File: src/hdl/mpct_pkg.sv
`timescale 1ns / 1ps

package mpct_pkg;

   // configuration register width and indexes
   localparam int CSR_W      = 13;
   localparam int CSR_IDX_W  = 1;
   localparam int COORD_BITS_DEFAULT = 12;

   typedef enum logic [CSR_IDX_W-1:0] {
      CSR_SCREEN_WIDTH  = 1'b0,
      CSR_SCREEN_HEIGHT = 1'b1
   } csr_index_type;

   localparam logic [CSR_W-1:0] SCREEN_WIDTH_RESET  = CSR_W'(320);
   localparam logic [CSR_W-1:0] SCREEN_HEIGHT_RESET = CSR_W'(240);
   localparam logic [CSR_W-1:0] EDGE_MARGIN         = CSR_W'(5);

   // header bit positions
   localparam int HDR_X_SIGN = 4;
   localparam int HDR_Y_SIGN = 5;

   // key flag bit positions
   localparam int FLAG_DOWN  = 0;
   localparam int FLAG_UP    = 1;
   localparam int FLAG_DHOLD = 2;
   localparam int FLAG_UHOLD = 3;

   localparam logic [3:0] KEY_STATE_RESET = 4'b1000;

   typedef enum logic [1:0] {
      KEY_LEFT   = 2'd0,
      KEY_RIGHT  = 2'd1,
      KEY_MIDDLE = 2'd2
   } key_kind_type;

   typedef enum logic [1:0] {
      PAIR_UP_HELD   = 2'b00,
      PAIR_PRESSED   = 2'b01,
      PAIR_RELEASED  = 2'b10,
      PAIR_DOWN_HELD = 2'b11
   } key_pair_type;

   // flag update from previous and current button bit, per key rules
   function automatic logic [3:0] key_update(input logic [3:0] st, input logic p,
                                             input logic c, input key_kind_type kind);
      logic [3:0] s;
      s = st;
      case (key_pair_type'({p, c}))
         PAIR_PRESSED: begin
            s[FLAG_DOWN]  = 1'b1;
            s[FLAG_UHOLD] = 1'b0;
            if (kind == KEY_RIGHT) s[FLAG_DHOLD] = 1'b0;
         end
         PAIR_RELEASED: begin
            s[FLAG_UP]    = 1'b1;
            s[FLAG_DOWN]  = 1'b0;
            s[FLAG_DHOLD] = 1'b0;
         end
         PAIR_DOWN_HELD: begin
            s[FLAG_DHOLD] = 1'b1;
            s[FLAG_DOWN]  = 1'b0;
         end
         default: begin
            if (kind == KEY_LEFT) begin
               s[FLAG_UP]    = st[FLAG_DOWN] | st[FLAG_DHOLD];
               s[FLAG_DHOLD] = 1'b0;
            end else begin
               s[FLAG_UP] = 1'b0;
               if (kind == KEY_RIGHT) s[FLAG_DHOLD] = 1'b0;
            end
            s[FLAG_UHOLD] = 1'b1;
            s[FLAG_DOWN]  = 1'b0;
         end
      endcase
      return s;
   endfunction

endpackage

File: src/hdl/mouse_packet_cursor_tracker.sv
`timescale 1ns / 1ps

// a beat from req_ passes the input register, then the result register, to rsp_
// throughput: one beat per cycle while rsp_ready is high; input register and result
// register each take a beat while the next one is held, so req_ready only drops when
// both are full and stalled; sustained idle ticks are consumed without a result
// reset (synchronous, active high) clears cursor, wheel, buttons and handshake state,
// key flags to up-hold, screen size to 320 by 240
module mouse_packet_cursor_tracker
   import mpct_pkg::*;
#(
   parameter int COORD_BITS = COORD_BITS_DEFAULT
) (
   input  logic                         clock,
   input  logic                         reset,
   // configuration
   input  logic                         csr_valid,
   output logic                         csr_ready,
   input  logic [CSR_IDX_W-1:0]         csr_index,
   input  logic [CSR_W-1:0]             csr_data,
   // packet input
   input  logic                         req_valid,
   output logic                         req_ready,
   input  logic                         req_idle_tick,
   input  logic [7:0]                   req_header_byte,
   input  logic [7:0]                   req_x_move,
   input  logic [7:0]                   req_y_move,
   input  logic [7:0]                   req_wheel_move,
   // result output
   output logic                         rsp_valid,
   input  logic                         rsp_ready,
   output logic [3:0]                   rsp_left_flags,
   output logic [3:0]                   rsp_right_flags,
   output logic [3:0]                   rsp_middle_flags,
   output logic                         rsp_keys_idle,
   output logic [COORD_BITS-1:0]        rsp_cursor_x,
   output logic [COORD_BITS-1:0]        rsp_cursor_y,
   output logic signed [COORD_BITS:0]   rsp_delta_x,
   output logic signed [COORD_BITS:0]   rsp_delta_y,
   output logic signed [7:0]            rsp_delta_wheel,
   output logic signed [15:0]           rsp_wheel_pos
);

   localparam int LIM_W = (COORD_BITS > CSR_W) ? COORD_BITS : CSR_W;
   localparam int SUM_W = COORD_BITS + 2;

   // clamp limit from a screen size: size minus margin, floored at zero, capped
   function automatic logic [COORD_BITS-1:0] edge_limit(input logic [CSR_W-1:0] size);
      logic [LIM_W-1:0] lim;
      logic [LIM_W-1:0] cap;
      lim = (size < EDGE_MARGIN) ? '0 : LIM_W'(size - EDGE_MARGIN);
      cap = LIM_W'({COORD_BITS{1'b1}});
      if (lim > cap) lim = cap;
      return lim[COORD_BITS-1:0];
   endfunction

   // new position from old position and signed move
   function automatic logic [COORD_BITS-1:0] clamp_axis(input logic [COORD_BITS-1:0] pos,
                                                         input logic signed [9:0] mv,
                                                         input logic [COORD_BITS-1:0] lim);
      logic signed [SUM_W-1:0] v;
      v = $signed({2'b00, pos}) + SUM_W'(mv);
      if (v < 0) return '0;
      if (v > $signed({2'b00, lim})) return lim;
      return v[COORD_BITS-1:0];
   endfunction

   // configuration: clamp limits worked out at write time
   logic [COORD_BITS-1:0] limit_x_ff;
   logic [COORD_BITS-1:0] limit_y_ff;

   assign csr_ready = 1'b1;

   always_ff @(posedge clock) begin
      if (reset) begin
         limit_x_ff <= edge_limit(SCREEN_WIDTH_RESET);
         limit_y_ff <= edge_limit(SCREEN_HEIGHT_RESET);
      end else if (csr_valid && csr_ready) begin
         case (csr_index_type'(csr_index))
            CSR_SCREEN_WIDTH:  limit_x_ff <= edge_limit(csr_data);
            CSR_SCREEN_HEIGHT: limit_y_ff <= edge_limit(csr_data);
            default: ;
         endcase
      end
   end

   // input register
   logic       s1_valid_ff;
   logic       s1_idle_ff;
   logic [7:0] s1_header_ff;
   logic [7:0] s1_x_ff;
   logic [7:0] s1_y_ff;
   logic [7:0] s1_wheel_ff;
   logic       rsp_valid_ff;
   logic       advance;

   assign advance   = s1_valid_ff && (!rsp_valid_ff || rsp_ready);
   assign req_ready = !s1_valid_ff || advance;

   always_ff @(posedge clock) begin
      if (reset) begin
         s1_valid_ff <= 1'b0;
      end else if (req_ready) begin
         s1_valid_ff <= req_valid;
      end
   end

   always_ff @(posedge clock) begin
      if (req_valid && req_ready) begin
         s1_idle_ff   <= req_idle_tick;
         s1_header_ff <= req_header_byte;
         s1_x_ff      <= req_x_move;
         s1_y_ff      <= req_y_move;
         s1_wheel_ff  <= req_wheel_move;
      end
   end

   // tracker state
   logic [2:0]            prev_buttons_ff;
   logic                  idle_sustained_ff;
   logic [3:0]            left_key_state_ff;
   logic [3:0]            right_key_state_ff;
   logic [3:0]            middle_key_state_ff;
   logic [COORD_BITS-1:0] pos_x_ff;
   logic [COORD_BITS-1:0] pos_y_ff;
   logic [15:0]           wheel_acc_ff;

   // packet decode: idle replay uses last buttons and no motion
   logic                  drop;
   logic                  emit;
   logic [7:0]            hdr;
   logic [7:0]            xm;
   logic [7:0]            ym;
   logic [7:0]            wm;
   logic [2:0]            cur;
   logic signed [9:0]     dx;
   logic signed [9:0]     dy;
   logic [3:0]            left_in;
   logic [3:0]            right_in;
   logic [3:0]            middle_in;
   logic [COORD_BITS-1:0] pos_x_in;
   logic [COORD_BITS-1:0] pos_y_in;
   logic [15:0]           wheel_acc_in;

   assign drop = s1_idle_ff && idle_sustained_ff;
   assign emit = advance && !drop;

   always_comb begin
      if (s1_idle_ff) begin
         hdr = {5'b0, prev_buttons_ff};
         xm  = '0;
         ym  = '0;
         wm  = '0;
      end else begin
         hdr = s1_header_ff;
         xm  = s1_x_ff;
         ym  = s1_y_ff;
         wm  = s1_wheel_ff;
      end
      cur = hdr[2:0];
      dx  = $signed({{2{hdr[HDR_X_SIGN]}}, xm});
      dy  = -$signed({{2{hdr[HDR_Y_SIGN]}}, ym});
      left_in   = key_update(left_key_state_ff,   prev_buttons_ff[0], cur[0], KEY_LEFT);
      right_in  = key_update(right_key_state_ff,  prev_buttons_ff[1], cur[1], KEY_RIGHT);
      middle_in = key_update(middle_key_state_ff, prev_buttons_ff[2], cur[2], KEY_MIDDLE);
      pos_x_in  = clamp_axis(pos_x_ff, dx, limit_x_ff);
      pos_y_in  = clamp_axis(pos_y_ff, dy, limit_y_ff);
      wheel_acc_in = wheel_acc_ff + {{8{wm[7]}}, wm};
   end

   always_ff @(posedge clock) begin
      if (reset) begin
         prev_buttons_ff     <= '0;
         idle_sustained_ff   <= 1'b0;
         left_key_state_ff   <= KEY_STATE_RESET;
         right_key_state_ff  <= KEY_STATE_RESET;
         middle_key_state_ff <= KEY_STATE_RESET;
         pos_x_ff            <= '0;
         pos_y_ff            <= '0;
         wheel_acc_ff        <= '0;
      end else if (emit) begin
         prev_buttons_ff     <= cur;
         idle_sustained_ff   <= s1_idle_ff;
         left_key_state_ff   <= left_in;
         right_key_state_ff  <= right_in;
         middle_key_state_ff <= middle_in;
         pos_x_ff            <= pos_x_in;
         pos_y_ff            <= pos_y_in;
         wheel_acc_ff        <= wheel_acc_in;
      end
   end

   // result register
   logic [3:0]                 left_flags_ff;
   logic [3:0]                 right_flags_ff;
   logic [3:0]                 middle_flags_ff;
   logic [COORD_BITS-1:0]      cursor_x_ff;
   logic [COORD_BITS-1:0]      cursor_y_ff;
   logic signed [COORD_BITS:0] delta_x_ff;
   logic signed [COORD_BITS:0] delta_y_ff;
   logic signed [7:0]          delta_wheel_ff;
   logic [15:0]                wheel_pos_ff;

   always_ff @(posedge clock) begin
      if (reset) begin
         rsp_valid_ff <= 1'b0;
      end else if (emit) begin
         rsp_valid_ff <= 1'b1;
      end else if (rsp_ready) begin
         rsp_valid_ff <= 1'b0;
      end
   end

   always_ff @(posedge clock) begin
      if (emit) begin
         left_flags_ff   <= left_in;
         right_flags_ff  <= right_in;
         middle_flags_ff <= middle_in;
         cursor_x_ff     <= pos_x_in;
         cursor_y_ff     <= pos_y_in;
         delta_x_ff      <= $signed({1'b0, pos_x_in}) - $signed({1'b0, pos_x_ff});
         delta_y_ff      <= $signed({1'b0, pos_y_in}) - $signed({1'b0, pos_y_ff});
         delta_wheel_ff  <= $signed(wm);
         wheel_pos_ff    <= wheel_acc_in;
      end
   end

   assign rsp_valid        = rsp_valid_ff;
   assign rsp_left_flags   = left_flags_ff;
   assign rsp_right_flags  = right_flags_ff;
   assign rsp_middle_flags = middle_flags_ff;
   assign rsp_keys_idle    = left_flags_ff[FLAG_UHOLD] & right_flags_ff[FLAG_UHOLD]
                             & middle_flags_ff[FLAG_UHOLD];
   assign rsp_cursor_x     = cursor_x_ff;
   assign rsp_cursor_y     = cursor_y_ff;
   assign rsp_delta_x      = delta_x_ff;
   assign rsp_delta_y      = delta_y_ff;
   assign rsp_delta_wheel  = delta_wheel_ff;
   assign rsp_wheel_pos    = $signed(wheel_pos_ff);

   // checks

   // a waiting beat in the input register is not overwritten
   a_s1_hold: assert property (@(posedge clock) disable iff (reset)
      s1_valid_ff && !advance |=> s1_valid_ff && $stable(s1_header_ff))
      else $error("input register lost a waiting beat");

   // a sustained idle tick never raises a result
   a_idle_drop: assert property (@(posedge clock) disable iff (reset)
      s1_valid_ff && drop && !rsp_valid_ff |=> !rsp_valid_ff)
      else $error("sustained idle tick produced a result");

   // idle replay gives a result with no wheel movement
   a_idle_replay: assert property (@(posedge clock) disable iff (reset)
      advance && s1_idle_ff && !idle_sustained_ff |=> rsp_valid_ff && delta_wheel_ff == 0)
      else $error("idle replay result missing or moved the wheel");

   // results stay inside the clamp window
   a_cursor_range: assert property (@(posedge clock) disable iff (reset)
      rsp_valid_ff |-> cursor_x_ff <= limit_x_ff && cursor_y_ff <= limit_y_ff)
      else $error("cursor beyond the screen limit");

endmodule
File: config.mk
export PLATFORM = sky130hd
export DESIGN_NAME = mouse_packet_cursor_tracker
export DESIGN_NICKNAME = d
export VERILOG_FILES = /design/src/hdl/mpct_pkg.sv /design/src/hdl/mouse_packet_cursor_tracker.sv
export SDC_FILE = /design/constraint.sdc
export NUM_CORES = 1
export LEC_CHECK = 0
export BUFFER_PORTS_ARGS = -buffer_cell sky130_fd_sc_hd__buf_2
export CAP_MARGIN = 20
export CORE_UTILIZATION = 35
export DETAILED_ROUTE_END_ITERATION = 12
export PLACE_DENSITY = 0.59
export SETUP_SLACK_MARGIN = 0.4
export SYNTH_ARGS = -nofsm -noshare
export SYNTH_HDL_FRONTEND = slang
export SYNTH_SLANG_ARGS = --single-unit
File: constraint.sdc
create_clock -name clock -period 14 [get_ports clock]
set_input_delay 2.8 -clock clock [delete_from_list [all_inputs] [get_ports clock]]
set_output_delay 2.8 -clock clock [all_outputs]
set_load 0.05 [all_outputs]
==> results.md <==
* Run status: complete, no violations
* Slowest CP cell: o31ai_1
* Tot GR Track Use at 0.160
* Post-DP Area at around 0.012 sq mm
* Placement Rows at 64
* Critical-path maximum fanout at 42
* Wire length of the first global-routing pass at 41,600 um
* CP Class: register to register
* Final layout net count at between 1,000 and 1,500
* CP required at ~14 ns
* Gpl congestion at around 0.85
* Yosys warning count at 0
* Initial Utilization at 0.360
* Fill cells at around 3,100
* DRC at 0
* Vias in the first global route at ~8,000
* Detailed-route wire length per cell at about 15 um
* 1st-pass router iterations at 5
* Num CTS Buffers at 17
* Main synth FF type: edfxtp_1
* Syn avg cell area at between 9 and 10 sq um
* Cells after synthesis at 1,142
* Most frequent cell after synthesis: nand2_1
* Tcrit/Tclk final at 0.506
* Clock Tree Buf Depth at 2
* Final wirelength at 25,500 um
* CTS tree: done
* Post-CTS setup buffer count at 0
* Htree depth at 4
* Most frequent cells after synthesis: nand2_1, edfxtp_1, inv_1, ha_1, a21oi_1
* I/O pin total at about 140
* Setup TNS at 0 ns
* Leak at ~5.3 nW
* CTS resizes at 0
* Clk Latency, worst-skew pair at approximately 0.45 ns
* Layout cell share with drive strength beyond 1 at 0.161
* Relative slew slack at 0.288
* Pwr/cell area at about 140 mW/mm^2
* Max Freq at between 100 and 150 MHz
* Worst path buffer plus inverter count at 4
* Hold Crit Class: register to register
* Yosys top cell area share at 0.313
* Syn_nets at between 1,000 and 1,500
* Final Hold Fails at 0
* Netlist Area Pre-Place at around 0.011 sq mm
* Slowest stage delay, CP at about 0.51 ns
* DP Wirelength at about 18,000 um
* Worst Tran Pin Value at around 1.1 ns
* CTS sink cnt at between 150 and 200
* Root buffer cell: clkbuf_16
* Initial antenna violation count at 5
* Vias at ~8,500
* Die area at 0.0325 sq mm
* Slew Viols, Final at 0
* Post-DRT Antenna Nets at 0
* Number of synthesized flops with an enable pin at around 120
* CP most frequent cell: ha_1
* Post-synthesis async set-or-reset flop share at 0
* IO Port Bufs at about 140
* Post-synthesis sequential area ratio at 0.455
* Unrepaired setup endpoints after global routing: false
* Max Cap Violations at 0
* GR Overflow Total at 0
* Synthesis-stage register bit count at 195
* DR vias/cell at just over 5
* Die X at roughly 180 um
* Final setup fails at 0
* Worst VDD drop at roughly 0.071 mV
* Final Skew at between 0.01 and 0.015 ns
* WP data arrival at about 7.3 ns
* Fin crit period at between 7 and 8 ns
* Area growth syn-to-layout at 14.7%
* Chip height at about 180 um
* Core footprint at around 0.03 sq mm
* Largest cells by area after synthesis: edfxtp_1, dfxtp_1, ha_1
* Worst setup SP type: register
* Worst-path clk slew at 0.08 ns
* Synth area leader: edfxtp_1
* Initial drt markers at 494
* Power, Total at about 0.0017 W
* Count of cell types in the netlist at 80
* Worst setup EP type: register
* Top cell family by delay on the critical path: compound AO/OA/AOI/OAI gates
* CTS Hold Bufs at 0
* Largest net degree at the start of global routing at between 70 and 80
* Final Instance Area at 0.0128 sq mm
[placed cells by master (no fill, tap or decap), drive strengths merged, types with 16 or more instances in the layout]
cell    Yosys  layout
xor2       19      19
o211ai     20      20
clkbuf     32      23
inv        92      96
o21ai      46      46
buf        12     146
xnor2      33      33
edfxtp    116     116
a21oi      91      91
nor3       23      23
ha         91      91
nand2     118     118
and3       16      16
nand3      26      26
nor2       88      88
dfxtp      79      79
a21o       17      17
nand2b     21      21
nor2b      30      30
[layer usage]
| metal | global-route usage | up-vias | part of all wire |
|---|---|---|---|
| met5 | 0 | - | 0.0016 |
| met4 | 0.0448 | 6 | 0.012 |
| met3 | 0.0386 | 26 | 0.050 |
| met2 | 0.260 | 176 | 0.46 |
| met1 | 0.211 | 3930 | 0.48 |
| li1 | - | 4336 | - |
[final cells by class]
cell class / instances / area [sq um] / share of cell area
Multi-Input combinational cell: 811 / 5510 / 0.432
Sequential cell: 195 / 5060 / 0.397
Timing Repair Buffer: 146 / 754 / 0.0591
Clock buffer: 23 / 522 / 0.0409
Tap cell: 396 / 495 / 0.0388
Inverter: 92 / 348 / 0.0272
Clock inverter: 9 / 62.6 / 0.00490
Antenna cell: 2 / 5.00 / 0.000392
[flip-flops by register name, indices dropped and copies added (netlist names), 5 cells and up]
name / flops
s1_wheel_ff: 8
limit_x_ff: 12
wheel_acc_ff: 16
pos_x_ff: 12
s1_y_ff: 8
s1_header_ff: 5
rsp_cursor_x: 12
rsp_delta_wheel: 8
limit_y_ff: 12
rsp_delta_y: 13
rsp_cursor_y: 12
rsp_delta_x: 13
s1_x_ff: 8
rsp_wheel_pos: 16
pos_y_ff: 12
[where the power goes]
part	internal, W	switching [W]
sequential	0.000679	0.0000200
combinational	0.000186	0.000350
clock	0.000265	0.000225
[kinds of logic (layout without fill, tap and decap cells)]
| group | after synthesis | after routing | synth area share |
|---|---|---|---|
| other cells | 1 | 3 | 0.000337 |
| mux | 6 | 6 | 0.00551 |
| flops | 195 | 195 | 0.455 |
| xor+xnor | 52 | 52 | 0.0409 |
| buf+inv | 136 | 270 | 0.0495 |
| simple gates | 366 | 366 | 0.159 |
| fa+ha+maj | 96 | 96 | 0.111 |
| compound gates | 290 | 290 | 0.178 |
[worst register-to-register path: cells and delay by family, from the launching register on]
family / cells / cell delay, ns
XOR/XNOR: 2 / 0.30
buffers and inverters: 4 / 0.69
AND/OR/NAND/NOR: 2 / 0.29
adder cells (fa/ha/maj): 4 / 1.16
flip-flops: 1 / 0.36
AO/OA/AOI/OAI: 16 / 4.03
[path summary, 6_finish.rpt]
kind,slack [ns],cells past startpoint,end,startpoint
worst max-delay path,6.91,28,rsp_delta_y[11]$_DFFE_PP_,s1_idle_ff$_DFFE_PP_
worst min-delay path,0.46,2,wheel_acc_ff[0]$_SDFFE_PP0P_,wheel_acc_ff[0]$_SDFFE_PP0P_
worst max register to register,6.91,28,rsp_delta_y[11]$_DFFE_PP_,s1_idle_ff$_DFFE_PP_
worst min register to register,0.46,2,wheel_acc_ff[0]$_SDFFE_PP0P_,wheel_acc_ff[0]$_SDFFE_PP0P_
[stage by stage]
| stage | std cells | setup WS, ns | util | hold slack [ns] |
|---|---|---|---|---|
| 2_1_floorplan | 1142 | 7.58 | - | 0.435 |
| 3_3_place_gp | 1638 | 7.02 | 0.393 | 0.442 |
| 3_5_place_dp | 1638 | 6.87 | 0.393 | 0.454 |
| 4_1_cts | 1670 | 6.84 | 0.412 | 0.462 |
| 5_1_grt | 1672 | 6.33 | 0.413 | 0.482 |
| 6_report | 1674 | 6.91 | 0.413 | 0.459 |
Power figures use the tool's default switching activity.
